--- config.mk ---
export PLATFORM = sky130hd
export DESIGN_NAME = riscv_instruction_encoder_core
export DESIGN_NICKNAME = d
export VERILOG_FILES = /design/src/rvenc_pkg.sv /design/src/riscv_instruction_encoder_core.sv
export SDC_FILE = /design/constraint.sdc
export NUM_CORES = 1
export LEC_CHECK = 0
export BUFFER_PORTS_ARGS = -buffer_cell sky130_fd_sc_hd__buf_2
export CAP_MARGIN = 40
export CORE_ASPECT_RATIO = 0.7
export CORE_UTILIZATION = 35
export CTS_CLUSTER_SIZE = 28
export DETAILED_ROUTE_END_ITERATION = 12
export GPL_ROUTABILITY_DRIVEN = 1
export PLACE_DENSITY = 0.64
export SYNTH_ARGS = -nofsm -noshare
export SYNTH_HDL_FRONTEND = slang
export SYNTH_SLANG_ARGS = --single-unit
--- constraint.sdc ---
create_clock -name i_clk -period 13.8 [get_ports i_clk]
set_clock_uncertainty 0.1 [all_clocks]
set_input_delay 2.76 -clock i_clk [delete_from_list [all_inputs] [get_ports i_clk]]
set_output_delay 2.76 -clock i_clk [all_outputs]
set_load 0.005 [all_outputs]
--- src/rvenc_pkg.sv ---
// Package for the RV64IM instruction encoder: item types, mnemonic codes,
// opcodes, status and relocation codes, funct tables and format helpers.
// Has no dependencies of its own.
`default_nettype none

package rvenc_pkg;

    typedef struct packed {
        logic [5:0]         cmd;
        logic [4:0]         rd;
        logic [4:0]         rs1;
        logic [4:0]         rs2;
        logic signed [31:0] imm;
        logic [31:0]        current_offset;
        logic [31:0]        target_offset;
        logic               target_ok;
    } t_enc_in;

    typedef struct packed {
        logic [31:0] word;
        logic [2:0]  status;
        logic [1:0]  reloc_kind;
        logic        last;
    } t_enc_out;

    // Mnemonic codes.
    localparam logic [5:0] CMD_RET   = 6'd0;
    localparam logic [5:0] CMD_NOP   = 6'd1;
    localparam logic [5:0] CMD_MV    = 6'd2;
    localparam logic [5:0] CMD_JR    = 6'd3;
    localparam logic [5:0] CMD_SNEZ  = 6'd4;
    localparam logic [5:0] CMD_SEQZ  = 6'd5;
    localparam logic [5:0] CMD_NEG   = 6'd6;
    localparam logic [5:0] CMD_LI    = 6'd7;
    localparam logic [5:0] CMD_CALL  = 6'd8;
    localparam logic [5:0] CMD_LA    = 6'd9;
    localparam logic [5:0] CMD_LUI   = 6'd10;
    localparam logic [5:0] CMD_AUIPC = 6'd11;
    localparam logic [5:0] CMD_ADDI  = 6'd12;
    localparam logic [5:0] CMD_ADDIW = 6'd13;
    localparam logic [5:0] CMD_SLTIU = 6'd18;
    localparam logic [5:0] CMD_SLLI  = 6'd19;
    localparam logic [5:0] CMD_SRAI  = 6'd21;
    localparam logic [5:0] CMD_ADD   = 6'd22;
    localparam logic [5:0] CMD_REMU  = 6'd37;
    localparam logic [5:0] CMD_LB    = 6'd38;
    localparam logic [5:0] CMD_LD    = 6'd44;
    localparam logic [5:0] CMD_SB    = 6'd45;
    localparam logic [5:0] CMD_SD    = 6'd48;
    localparam logic [5:0] CMD_JALR  = 6'd49;
    localparam logic [5:0] CMD_J     = 6'd50;
    localparam logic [5:0] CMD_BEQ   = 6'd51;
    localparam logic [5:0] CMD_BEQZ  = 6'd57;
    localparam logic [5:0] CMD_BNEZ  = 6'd58;

    // Major opcodes.
    localparam logic [6:0] OP_JALR   = 7'h67;
    localparam logic [6:0] OP_IMM    = 7'h13;
    localparam logic [6:0] OP_REG    = 7'h33;
    localparam logic [6:0] OP_LUI    = 7'h37;
    localparam logic [6:0] OP_AUIPC  = 7'h17;
    localparam logic [6:0] OP_IMMW   = 7'h1b;
    localparam logic [6:0] OP_STORE  = 7'h23;
    localparam logic [6:0] OP_BRANCH = 7'h63;
    localparam logic [6:0] OP_JAL    = 7'h6f;
    localparam logic [6:0] OP_LOAD   = 7'h03;

    localparam logic [31:0] CALL_HEAD = 32'h0000_0097;
    localparam logic [31:0] SRA_BIT   = 32'h4000_0000;

    localparam logic [4:0] REG_ZERO = 5'd0;
    localparam logic [4:0] REG_RA   = 5'd1;

    // Status codes.
    localparam logic [2:0] ST_OK     = 3'd0;
    localparam logic [2:0] ST_IMM    = 3'd1;
    localparam logic [2:0] ST_SHIFT  = 3'd2;
    localparam logic [2:0] ST_BRANCH = 3'd3;
    localparam logic [2:0] ST_JUMP   = 3'd4;
    localparam logic [2:0] ST_UNRES  = 3'd5;
    localparam logic [2:0] ST_UNSUP  = 3'd6;

    // Relocation kinds.
    localparam logic [1:0] RK_NONE     = 2'd0;
    localparam logic [1:0] RK_CALL_PLT = 2'd1;
    localparam logic [1:0] RK_PCREL_HI = 2'd2;
    localparam logic [1:0] RK_PCREL_LO = 2'd3;

    localparam logic [2:0] IALU_F3 [7] = '{3'd0, 3'd0, 3'd7, 3'd6, 3'd4, 3'd2, 3'd3};
    localparam logic [2:0] REG_F3 [16] = '{3'd0, 3'd0, 3'd1, 3'd5, 3'd7, 3'd6, 3'd4, 3'd2,
                                           3'd3, 3'd0, 3'd1, 3'd3, 3'd4, 3'd5, 3'd6, 3'd7};
    localparam logic [6:0] REG_F7 [16] = '{7'h00, 7'h20, 7'h00, 7'h00, 7'h00, 7'h00,
                                           7'h00, 7'h00, 7'h00, 7'h01, 7'h01, 7'h01,
                                           7'h01, 7'h01, 7'h01, 7'h01};
    localparam logic [2:0] LOAD_F3 [7] = '{3'd0, 3'd4, 3'd1, 3'd5, 3'd2, 3'd6, 3'd3};
    localparam logic [2:0] BR_F3 [8]   = '{3'd0, 3'd1, 3'd4, 3'd5, 3'd6, 3'd7, 3'd0, 3'd1};

    function automatic logic [31:0] form_r(logic [6:0] op, logic [4:0] rd, logic [2:0] f3,
                                           logic [4:0] rs1, logic [4:0] rs2,
                                           logic [6:0] f7);
        return {f7, rs2, rs1, f3, rd, op};
    endfunction

    function automatic logic [31:0] form_i(logic [6:0] op, logic [4:0] rd, logic [2:0] f3,
                                           logic [4:0] rs1, logic [11:0] imm);
        return {imm, rs1, f3, rd, op};
    endfunction

    function automatic logic [31:0] form_s(logic [2:0] f3, logic [4:0] rs1, logic [4:0] rs2,
                                           logic [11:0] imm);
        return {imm[11:5], rs2, rs1, f3, imm[4:0], OP_STORE};
    endfunction

    function automatic logic [31:0] form_b(logic [2:0] f3, logic [4:0] rs1, logic [4:0] rs2,
                                           logic [12:0] off);
        return {off[12], off[10:5], rs2, rs1, f3, off[4:1], off[11], OP_BRANCH};
    endfunction

    function automatic logic [31:0] form_j(logic [4:0] rd, logic [20:0] off);
        return {off[20], off[10:1], off[11], off[19:12], rd, OP_JAL};
    endfunction

    function automatic logic [31:0] form_u(logic [6:0] op, logic [4:0] rd, logic [19:0] imm);
        return {imm, rd, op};
    endfunction

endpackage

`default_nettype wire

--- src/riscv_instruction_encoder_core.sv ---
// Top level of the RV64IM instruction encoder: a three-stage pipeline that
// turns one assembly operation into one or two instruction words.
// Depends on rvenc_pkg for item types, codes and format helpers.
//
// Usage:
//   Input channel i_valid / o_stall / i_data carries one operation per item.
//   Output channel o_valid / i_stall / o_data carries one instruction word
//   per item, with status, relocation kind and a last flag.
//   An accepted operation moves through the stage 1, stage 2 and stage 3
//   registers, and stage 3 drives the output. A new operation can be
//   accepted every cycle while o_stall is low.
//   li with a wide constant, call and la give two words, and hold the output
//   register until both are taken; everything else, errors included, gives one.
//   Stage 1 registers the operation, stage 2 holds the displacement and
//   range checks, stage 3 holds the encoded words and their word counter.
//   Each stage carries its own valid bit and empty stages are filled while
//   later ones wait, so a stalled receiver loses and repeats nothing.
//   o_stall rises only when every stage is full and the output cannot move.
//   Reset clears all valid bits; the pipeline is empty afterwards.
`default_nettype none

module riscv_instruction_encoder_core (
    input  wire                     i_clk,
    input  wire                     i_rst_n,
    input  wire                     i_valid,
    output logic                    o_stall,
    input  rvenc_pkg::t_enc_in      i_data,
    output logic                    o_valid,
    input  wire                     i_stall,
    output rvenc_pkg::t_enc_out     o_data
);
    import rvenc_pkg::*;

    // Stage 1: registered operation.
    logic        r1_v;
    t_enc_in     r1_d;

    // Stage 2: operation fields and precomputed checks.
    logic        r2_v;
    logic [5:0]  r2_cmd;
    logic [4:0]  r2_rd;
    logic [4:0]  r2_rs1;
    logic [4:0]  r2_rs2;
    logic [19:0] r2_imm20;
    logic [19:0] r2_hi20;
    logic        r2_imm12;
    logic        r2_shamt_ok;
    logic        r2_tok;
    logic        r2_br_ok;
    logic        r2_j_ok;
    logic [20:0] r2_disp;

    // Stage 3: encoded words.
    logic        r3_v;
    logic [31:0] r3_w0;
    logic [31:0] r3_w1;
    logic [2:0]  r3_st;
    logic [1:0]  r3_rk0;
    logic [1:0]  r3_rk1;
    logic        r3_two;
    logic        r3_phase;

    logic        free3;
    logic        rdy1;
    logic        rdy2;
    logic        rdy3;

    logic [32:0] disp;
    logic [31:0] hi_sum;
    logic        n_imm12;
    logic        n_shamt_ok;
    logic        n_br_ok;
    logic        n_j_ok;

    logic [31:0] n_w0;
    logic [31:0] n_w1;
    logic [2:0]  n_st;
    logic [1:0]  n_rk0;
    logic [1:0]  n_rk1;
    logic        n_two;
    logic [2:0]  ialu_idx;
    logic [3:0]  reg_idx;
    logic [2:0]  load_idx;
    logic [2:0]  br_idx;
    logic [1:0]  st_f3;
    logic [4:0]  b_rs2;
    logic [11:0] imm12v;

    // Output stage is freed once its final word is taken.
    assign free3   = r3_v && !i_stall && (!r3_two || r3_phase);
    assign rdy3    = !r3_v || free3;
    assign rdy2    = !r2_v || rdy3;
    assign rdy1    = !r1_v || rdy2;
    assign o_stall = !rdy1;

    always_ff @(posedge i_clk) begin
        if (!i_rst_n) begin
            r1_v <= 1'b0;
        end else if (rdy1) begin
            r1_v <= i_valid;
        end
        if (rdy1) begin
            r1_d <= i_data;
        end
    end

    // Displacement is taken over 33 bits so that the range checks see the true sign.
    assign disp       = {1'b0, r1_d.target_offset} - {1'b0, r1_d.current_offset};
    assign hi_sum     = r1_d.imm + 32'h0000_0800;
    assign n_imm12    = (r1_d.imm[31:11] == '0) || (r1_d.imm[31:11] == '1);
    assign n_shamt_ok = (r1_d.imm[31:6] == '0);
    assign n_br_ok    = !disp[0] && ((disp[32:12] == '0) || (disp[32:12] == '1));
    assign n_j_ok     = !disp[0] && ((disp[32:20] == '0) || (disp[32:20] == '1));

    always_ff @(posedge i_clk) begin
        if (!i_rst_n) begin
            r2_v <= 1'b0;
        end else if (rdy2) begin
            r2_v <= r1_v;
        end
        if (rdy2) begin
            r2_cmd      <= r1_d.cmd;
            r2_rd       <= r1_d.rd;
            r2_rs1      <= r1_d.rs1;
            r2_rs2      <= r1_d.rs2;
            r2_imm20    <= r1_d.imm[19:0];
            r2_hi20     <= hi_sum[31:12];
            r2_imm12    <= n_imm12;
            r2_shamt_ok <= n_shamt_ok;
            r2_tok      <= r1_d.target_ok;
            r2_br_ok    <= n_br_ok;
            r2_j_ok     <= n_j_ok;
            r2_disp     <= disp[20:0];
        end
    end

    assign ialu_idx = 3'(r2_cmd - CMD_ADDI);
    assign reg_idx  = 4'(r2_cmd - CMD_ADD);
    assign load_idx = 3'(r2_cmd - CMD_LB);
    assign br_idx   = 3'(r2_cmd - CMD_BEQ);
    assign st_f3    = 2'(r2_cmd - CMD_SB);
    assign b_rs2    = (r2_cmd >= CMD_BEQZ) ? REG_ZERO : r2_rs2;
    assign imm12v   = r2_imm20[11:0];

    always_comb begin
        n_w0  = '0;
        n_w1  = '0;
        n_st  = ST_OK;
        n_rk0 = RK_NONE;
        n_rk1 = RK_NONE;
        n_two = 1'b0;
        unique case (r2_cmd) inside
            CMD_RET:   n_w0 = form_i(OP_JALR, REG_ZERO, 3'd0, REG_RA, 12'd0);
            CMD_NOP:   n_w0 = form_i(OP_IMM, REG_ZERO, 3'd0, REG_ZERO, 12'd0);
            CMD_MV:    n_w0 = form_i(OP_IMM, r2_rd, 3'd0, r2_rs1, 12'd0);
            CMD_JR:    n_w0 = form_i(OP_JALR, REG_ZERO, 3'd0, r2_rs1, 12'd0);
            CMD_SNEZ:  n_w0 = form_r(OP_REG, r2_rd, 3'd3, REG_ZERO, r2_rs1, 7'h00);
            CMD_SEQZ:  n_w0 = form_i(OP_IMM, r2_rd, 3'd3, r2_rs1, 12'd1);
            CMD_NEG:   n_w0 = form_r(OP_REG, r2_rd, 3'd0, REG_ZERO, r2_rs1, 7'h20);
            CMD_LI: begin
                if (r2_imm12) begin
                    n_w0 = form_i(OP_IMM, r2_rd, 3'd0, REG_ZERO, imm12v);
                end else begin
                    n_w0  = form_u(OP_LUI, r2_rd, r2_hi20);
                    n_w1  = form_i(OP_IMMW, r2_rd, 3'd0, r2_rd, imm12v);
                    n_two = 1'b1;
                end
            end
            CMD_CALL: begin
                n_w0  = CALL_HEAD;
                n_w1  = form_i(OP_JALR, REG_RA, 3'd0, REG_RA, 12'd0);
                n_rk0 = RK_CALL_PLT;
                n_two = 1'b1;
            end
            CMD_LA: begin
                n_w0  = form_u(OP_AUIPC, r2_rd, 20'd0);
                n_w1  = form_i(OP_IMM, r2_rd, 3'd0, r2_rd, 12'd0);
                n_rk0 = RK_PCREL_HI;
                n_rk1 = RK_PCREL_LO;
                n_two = 1'b1;
            end
            CMD_LUI:   n_w0 = form_u(OP_LUI, r2_rd, r2_imm20);
            CMD_AUIPC: n_w0 = form_u(OP_AUIPC, r2_rd, r2_imm20);
            [CMD_ADDI:CMD_SLTIU]: begin
                if (!r2_imm12) begin
                    n_st = ST_IMM;
                end else begin
                    n_w0 = form_i((r2_cmd == CMD_ADDIW) ? OP_IMMW : OP_IMM, r2_rd,
                                  IALU_F3[ialu_idx], r2_rs1, imm12v);
                end
            end
            [CMD_SLLI:CMD_SRAI]: begin
                if (!r2_shamt_ok) begin
                    n_st = ST_SHIFT;
                end else begin
                    n_w0 = form_i(OP_IMM, r2_rd, (r2_cmd == CMD_SLLI) ? 3'd1 : 3'd5,
                                  r2_rs1, imm12v)
                         | ((r2_cmd == CMD_SRAI) ? SRA_BIT : 32'd0);
                end
            end
            [CMD_ADD:CMD_REMU]: begin
                n_w0 = form_r(OP_REG, r2_rd, REG_F3[reg_idx], r2_rs1, r2_rs2,
                              REG_F7[reg_idx]);
            end
            [CMD_LB:CMD_LD]: begin
                if (!r2_imm12) begin
                    n_st = ST_IMM;
                end else begin
                    n_w0 = form_i(OP_LOAD, r2_rd, LOAD_F3[load_idx], r2_rs1, imm12v);
                end
            end
            [CMD_SB:CMD_SD]: begin
                if (!r2_imm12) begin
                    n_st = ST_IMM;
                end else begin
                    n_w0 = form_s({1'b0, st_f3}, r2_rs1, r2_rs2, imm12v);
                end
            end
            CMD_JALR: begin
                if (!r2_imm12) begin
                    n_st = ST_IMM;
                end else begin
                    n_w0 = form_i(OP_JALR, r2_rd, 3'd0, r2_rs1, imm12v);
                end
            end
            CMD_J: begin
                if (!r2_tok) begin
                    n_st = ST_UNRES;
                end else if (!r2_j_ok) begin
                    n_st = ST_JUMP;
                end else begin
                    n_w0 = form_j(REG_ZERO, r2_disp);
                end
            end
            [CMD_BEQ:CMD_BNEZ]: begin
                if (!r2_tok) begin
                    n_st = ST_UNRES;
                end else if (!r2_br_ok) begin
                    n_st = ST_BRANCH;
                end else begin
                    n_w0 = form_b(BR_F3[br_idx], r2_rs1, b_rs2, r2_disp[12:0]);
                end
            end
            default:   n_st = ST_UNSUP;
        endcase
    end

    always_ff @(posedge i_clk) begin
        if (!i_rst_n) begin
            r3_v     <= 1'b0;
            r3_phase <= 1'b0;
        end else if (rdy3) begin
            r3_v     <= r2_v;
            r3_phase <= 1'b0;
        end else if (!i_stall) begin
            // First word of a two-word item has been taken.
            r3_phase <= 1'b1;
        end
        if (rdy3) begin
            r3_w0  <= n_w0;
            r3_w1  <= n_w1;
            r3_st  <= n_st;
            r3_rk0 <= n_rk0;
            r3_rk1 <= n_rk1;
            r3_two <= n_two;
        end
    end

    assign o_valid           = r3_v;
    assign o_data.word       = r3_phase ? r3_w1 : r3_w0;
    assign o_data.status     = r3_st;
    assign o_data.reloc_kind = r3_phase ? r3_rk1 : r3_rk0;
    assign o_data.last       = !r3_two || r3_phase;

endmodule

`default_nettype wire
# ---- Word-level counts from Yosys, hierarchy flattened
# Memory sizes are Yosys's and may differ from the RTL's.
# Cells that the tools add are included.
dict set report word_totals {
  regBits 281
  latch_bits 0
  ram_bits 0
  mem_bits_ro 232
  out_inout_bits 40
  word_cells 157
  mem_count 5
}
# name depth word_bits read_ports rd_clocked_by_memory_dff write_ports line
set mem_list {}
lappend mem_list {{(no name shown)} 16 7 1 0 0 riscv_instruction_encoder_core.sv:203} ;# REG_F7[reg_idx]);
lappend mem_list {{(no name shown)} 16 3 1 0 0 riscv_instruction_encoder_core.sv:202} ;# n_w0 = form_r(OP_REG, r2_rd, REG_F3[reg_idx], r2_rs1, r2_rs2,
lappend mem_list {{(no name shown)} 8 3 1 0 0 riscv_instruction_encoder_core.sv:241} ;# n_w0 = form_b(BR_F3[br_idx], r2_rs1, b_rs2, r2_disp[12:0]);
lappend mem_list {{(no name shown)} 8 3 1 0 0 riscv_instruction_encoder_core.sv:209} ;# n_w0 = form_i(OP_LOAD, r2_rd, LOAD_F3[load_idx], r2_rs1, imm12v);
lappend mem_list {{(no name shown)} 8 3 1 0 0 riscv_instruction_encoder_core.sv:189} ;# IALU_F3[ialu_idx], r2_rs1, imm12v);
dict set report classes {
  addsub 7
  mul 0
  div_mod_pow 0
  order_cmp 17
  eq_ne 19
  n_shift 0
  mux 40
  n_bitwise 6
  reduce_logical 33
}
# op n
set op_table {}
lappend op_table {{32-bit one-hot mux with 20 select lines} 1}
lappend op_table {{32-bit 2-to-1 mux} 12}
lappend op_table {{32-bit one-hot mux with 3 select lines} 1}
lappend op_table {{21-bit == test, second input constant} 2}
lappend op_table {{21-bit zero test} 2}
lappend op_table {{3-bit 2-to-1 mux} 12}
lappend op_table {{32-bit by 32-bit subtractor with 33-bit output} 1}
lappend op_table {{32-bit by 12-bit adder with 32-bit output, second input constant} 1}
lappend op_table {{32-bit by 31-bit bitwise OR with 32-bit output} 1}
lappend op_table {{31-bit 2-to-1 mux} 1}
lappend op_table {{6-bit by 4-bit == test with 1-bit output, second input constant} 5}
lappend op_table {{26-bit zero test} 1}
lappend op_table {{6-bit by 3-bit == test with 1-bit output, second input constant} 4}
lappend op_table {{6-bit greater-or-equal comparator, second input constant} 4}
lappend op_table {{6-bit less-or-equal comparator, second input constant} 4}
lappend op_table {{3-bit one-hot mux with 5 select lines} 1}
lappend op_table {{7-bit 2-to-1 mux} 2}
lappend op_table {{13-bit == test, second input constant} 1}
lappend op_table {{13-bit zero test} 1}
lappend op_table {{13-bit OR reduction} 1}
lappend op_table {{6-bit by 2-bit == test with 1-bit output, second input constant} 2}
lappend op_table {{6-bit by 5-bit == test with 1-bit output, second input constant} 2}
lappend op_table {{6-bit == test, second input constant} 2}
lappend op_table {{4-bit greater-or-equal comparator, second input constant} 3}
lappend op_table {{other kinds (24)} 55}

# ---- Longest topological paths before layout
dict set report logic_depth {
  ltp_word 8
  mapped_depth 13
  ltp_nobuf 13
}

# ---- Worst setup path after synthesis
# No wires, ideal clock.
dict set report synth_timing {
  path_kind {input to output}
  from {input i_stall}
  to {output o_stall}
  arrival_ns 6.569
  slack_ns 4.371
  stages 4
  path_buffers 0
  path_cell_list {inv_1 > a21boi_0 > nand3_1 > inv_1}
}
dict set report synth_via {
  elab_chain_cells 7
}
# element line
set synth_lines {}
lappend synth_lines {{start: declaration} riscv_instruction_encoder_core.sv:29} ;# input wire i_stall,
lappend synth_lines {{1-bit zero test} n/a}
lappend synth_lines {{1-bit logical AND (2 in a row)} riscv_instruction_encoder_core.sv:90} ;# assign free3 = r3_v && !i_stall && (!r3_two || r3_phase);
lappend synth_lines {{1-bit logical OR} riscv_instruction_encoder_core.sv:91} ;# assign rdy3 = !r3_v || free3;
lappend synth_lines {{1-bit logical OR} riscv_instruction_encoder_core.sv:92} ;# assign rdy2 = !r2_v || rdy3;
lappend synth_lines {{1-bit logical OR} riscv_instruction_encoder_core.sv:93} ;# assign rdy1 = !r1_v || rdy2;
lappend synth_lines {{1-bit zero test} riscv_instruction_encoder_core.sv:94} ;# assign o_stall = !rdy1;
lappend synth_lines {{end: declaration} riscv_instruction_encoder_core.sv:26} ;# output logic o_stall,
# Every way passes these cells.

# ---- Worst setup path after layout
# Same ends and word-level chain as after synthesis.

==> reports/qor.txt <==
=================================================================================================
Clock power share ..................................................................        0.368
CTS H-tree depth ...................................................................            1
Total wirelength of the detailed-routed design .....................................      31.8 mm
Synthesis Warnings .................................................................            0
Horiz. Die Dim .....................................................................       227 µm
Required time of the critical path .................................................    10,940 ps
Synthesized net count ..............................................................        1,139
Total of buffers placed on input and output ports ..................................          161
CTS buffer count ...................................................................           27
Share of layout cells above drive strength 1 .......................................        0.210
Drc violations .....................................................................            0
Via-per-instance ratio .............................................................         5.17
Number of vias after detailed routing ..............................................        8,463
Clock tree from TritonCTS ..........................................................        built
Maximum number of buffers from clock root to sink ..................................            3
Drt pass-1 iters ...................................................................            5
Net load switching power ...........................................................     0.450 mW
Post-synth ARST share ..............................................................            0
Summed instance area of the synthesized netlist ....................................   12,400 µm²
Vertical die dimension .............................................................       159 µm
Comb pwr share .....................................................................        0.102
Buffers inserted by post-CTS timing repair .........................................            0
Overall die area ...................................................................   36,200 µm²
Number of antenna violations at the first check in global routing ..................            3
Cts repair resizes .................................................................            0
Design internal power ..............................................................      1.41 mW
Setup repair after global routing missed its margin ................................           no
Post-route minimum period ..........................................................      6440 ps
Std-Cell Rows ......................................................................           57
VDD IR-drop max ....................................................................      92.8 µV
Clk pin slew, worst setup/hold paths ...............................................        60 ps
Total power of the final layout ....................................................      1.86 mW
Pin count of the biggest net entering global routing ...............................           69
Number of synthesized flops with an enable pin .....................................          261
Relative slew slack ................................................................        0.391
# fillers ..........................................................................        3,349
Leakage power ......................................................................      6.10 nW
Slew of the pin with the lowest slew margin ........................................       910 ps
Clock tree root driver cell ........................................................    clkbuf_16
Area growth from synthesis to layout ...............................................        18.0%
Sink count of the clock tree .......................................................          265
Register bit count reported by yosys ...............................................          265
Core area ..........................................................................   34,700 µm²
Violation count after the first detailed-routing iteration .........................          915
Detailed placement HPWL ............................................................      23.4 mm
Total power divided by cell area ...................................................   127 nW/µm²
Global-route wire length before repair .............................................      48.4 mm
Crit-path max FO ...................................................................            5
Status ............................................................................. finished clean
Number of cells in the design after placement ......................................        1,588
Final nets .........................................................................        1,311
Sort of element at the end of the critical path ....................................  output port
Insertion delay of the later-clocked pin in the worst-skew pair ....................       570 ps
Total setup violations reported at the end of the flow .............................            0
Vias in the first global route .....................................................        8,217
Final Max Slew Viols ...............................................................            0
Start-to-end type of the worst setup path ..........................................    in -> out
Switching fraction of total power ..................................................        0.243
Worst hold path type ...............................................................   reg -> reg
Cell count after synthesis .........................................................          973
Combined global-route utilization of all metal layers ..............................        0.176
Commonest register cell after synthesis ............................................     edfxtp_1
Remaining number of nets flagged by the antenna check after routing ................            0
Maximum operating frequency ........................................................      155 MHz
Remaining Overflow, GRT ............................................................            0
Sequential area share after synthesis ..............................................        0.639
Post-synthesis area per instance ...................................................     12.7 µm²
Sequential share of power ..........................................................        0.529
Setup tns final ....................................................................         0 ps
Number of top-level design ports ...................................................          162
Initial Util .......................................................................        0.357
Smallest hold slack ................................................................       318 ps
WL/cell ............................................................................      19.4 µm
Endpoints failing hold .............................................................            0
Max_cap viols ......................................................................            0
Type of element launching the critical path ........................................ primary input
Number of distinct library cell variants in the gate-level netlist after synthesis .           73
Routability-driven placement congestion ratio ......................................        0.910
Period utilisation layout ..........................................................        0.467
Non-filler instance count after layout .............................................        1,637
Crit path arrival time .............................................................      3580 ps
Post-cts hold buffer count .........................................................            0
=================================================================================================
## cell usage after synthesis, types with 3 or more instances
master    count  area share
nand2_1      92       0.028
nor2_1       44       0.013
a211oi_1      6      0.0036
ha_1         43       0.043
or2_1         3      0.0015
nor3b_1       3      0.0018
clkbuf_1     16      0.0048
mux2_2       15       0.014
edfxtp_1    261        0.63
and3_1       10      0.0051
o22ai_1       3      0.0015
a221o_1      12      0.0097
a21o_1       16      0.0097
nand2b_1      6      0.0030
and2_1       21       0.011
nand3_1      24      0.0097
o21ai_0      46       0.019
inv_1        80       0.024
nor3_1       11      0.0044
or3_1         4      0.0020
nor4_1       12      0.0061
xor2_1       17       0.012
buf_2         5      0.0020
dfxtp_1       4      0.0065
nor2b_1      11      0.0056
a221oi_1      5      0.0035
o21ai_1       7      0.0028
and3_2        4      0.0024
o211ai_1      7      0.0042
a222oi_1     15       0.012
a22o_1        5      0.0035
buf_6         3      0.0027
o21a_1        8      0.0048
a31oi_1       5      0.0025
nand4_1      13      0.0066
xnor2_1      32       0.023
buf_1         3     0.00091
a22oi_1       5      0.0030
buf_4         3      0.0018
a21oi_1      52       0.021
## critical path, cell delays in order
cell	delay, ps
buf_2	70
inv_1	40
a21boi_0	140
buf_2	220
nand3_4	140
inv_1	100
buf_2	110
## placed cells by master, fill, tap and decap left out, types with 8 or more instances in the layout
master	instances
a21o_1	16
a21oi_1	52
a221o_1	12
a222oi_1	15
and2_1	21
and3_1	10
buf_2	162
clkbuf_16	27
edfxtp_1	261
ha_1	43
inv_1	79
mux2_2	15
nand2_1	91
nand3_1	23
nand4_1	13
nor2_1	43
nor2b_1	11
nor3_1	10
nor4_1	12
o21a_1	8
o21ai_0	46
xnor2_1	32
xor2_1	17
## area by class of cell
type / instances / area (µm²) / share of cell area
flip-flops and latches: 265 / 7920 / 0.542
multi-input cells: 597 / 4040 / 0.276
repair buffers: 173 / 950 / 0.0650
clock buffers: 34 / 702 / 0.0480
well taps: 472 / 591 / 0.0404
inverters: 81 / 304 / 0.0208
clock inverters: 14 / 110 / 0.00753
diodes: 1 / 2.50 / 0.000171
## path summary, 6_finish.rpt
check                           start                     to  slack [ps]  cells after the start
setup / recovery              i_stall                o_stall        7360                      7
hold / removal     r1_d[70]$_DFFE_PN_  r2_imm20[5]$_DFFE_PP_         320                      0
setup reg to reg  r2_cmd[1]$_DFFE_PP_    r3_w0[16]$_DFFE_PP_       10020                     11
hold reg to reg    r1_d[70]$_DFFE_PN_  r2_imm20[5]$_DFFE_PP_         320                      0
## routing by layer
layer,GRT usage,share of wire,up-vias
met1,0.273,0.49,4053
li1,-,-,4008
met5,0,0.00088,-
met2,0.243,0.40,351
met3,0.0430,0.087,47
met4,0.0424,0.022,4
## power groups by stage
stage | Combinational [mW] | Sequential (mW) | Clock [mW]
finish | 0.190 | 0.983 | 0.683
global placement | 0.187 | 0.999 | 0
detailed placement | 0.188 | 0.999 | 0
floorplan | 0.125 | 0.976 | 0
CTS | 0.189 | 0.982 | 0.709
global route | 0.212 | 0.987 | 0.739
## per-stage QoR
stage                util  setup slack [ps]  area [µm²]
floorplan               -              4370       12400
global placement    0.395              6140       13700
detailed placement  0.397              7350       13800
CTS                 0.421              7340       14600
global route        0.421              7260       14600
finish              0.421              7360       14600
## kinds of logic after synthesis
kind of cell | after synthesis | synth area share
muxes | 18 | 0.0171
buffers and inverters | 111 | 0.0369
AOI/OAI and AO/OA | 217 | 0.119
xor gates and xnor gates | 49 | 0.0347
adders and majority gates | 44 | 0.0451
and+or+nand+nor | 269 | 0.108
DFF | 265 | 0.639
## sequential cells by signal, summed over array words and instances (netlist names), 3 cells and up
signal and count:
r2_cmd 6, r1_d 118, r2_rd 5, r3_w0 31, r3_st 3, r2_rs1 5, r2_imm20 20, r2_hi20 20
r2_disp 20, r3_w1 21, r2_rs2 5
Note: power is estimated with default switching activity, not from simulation.
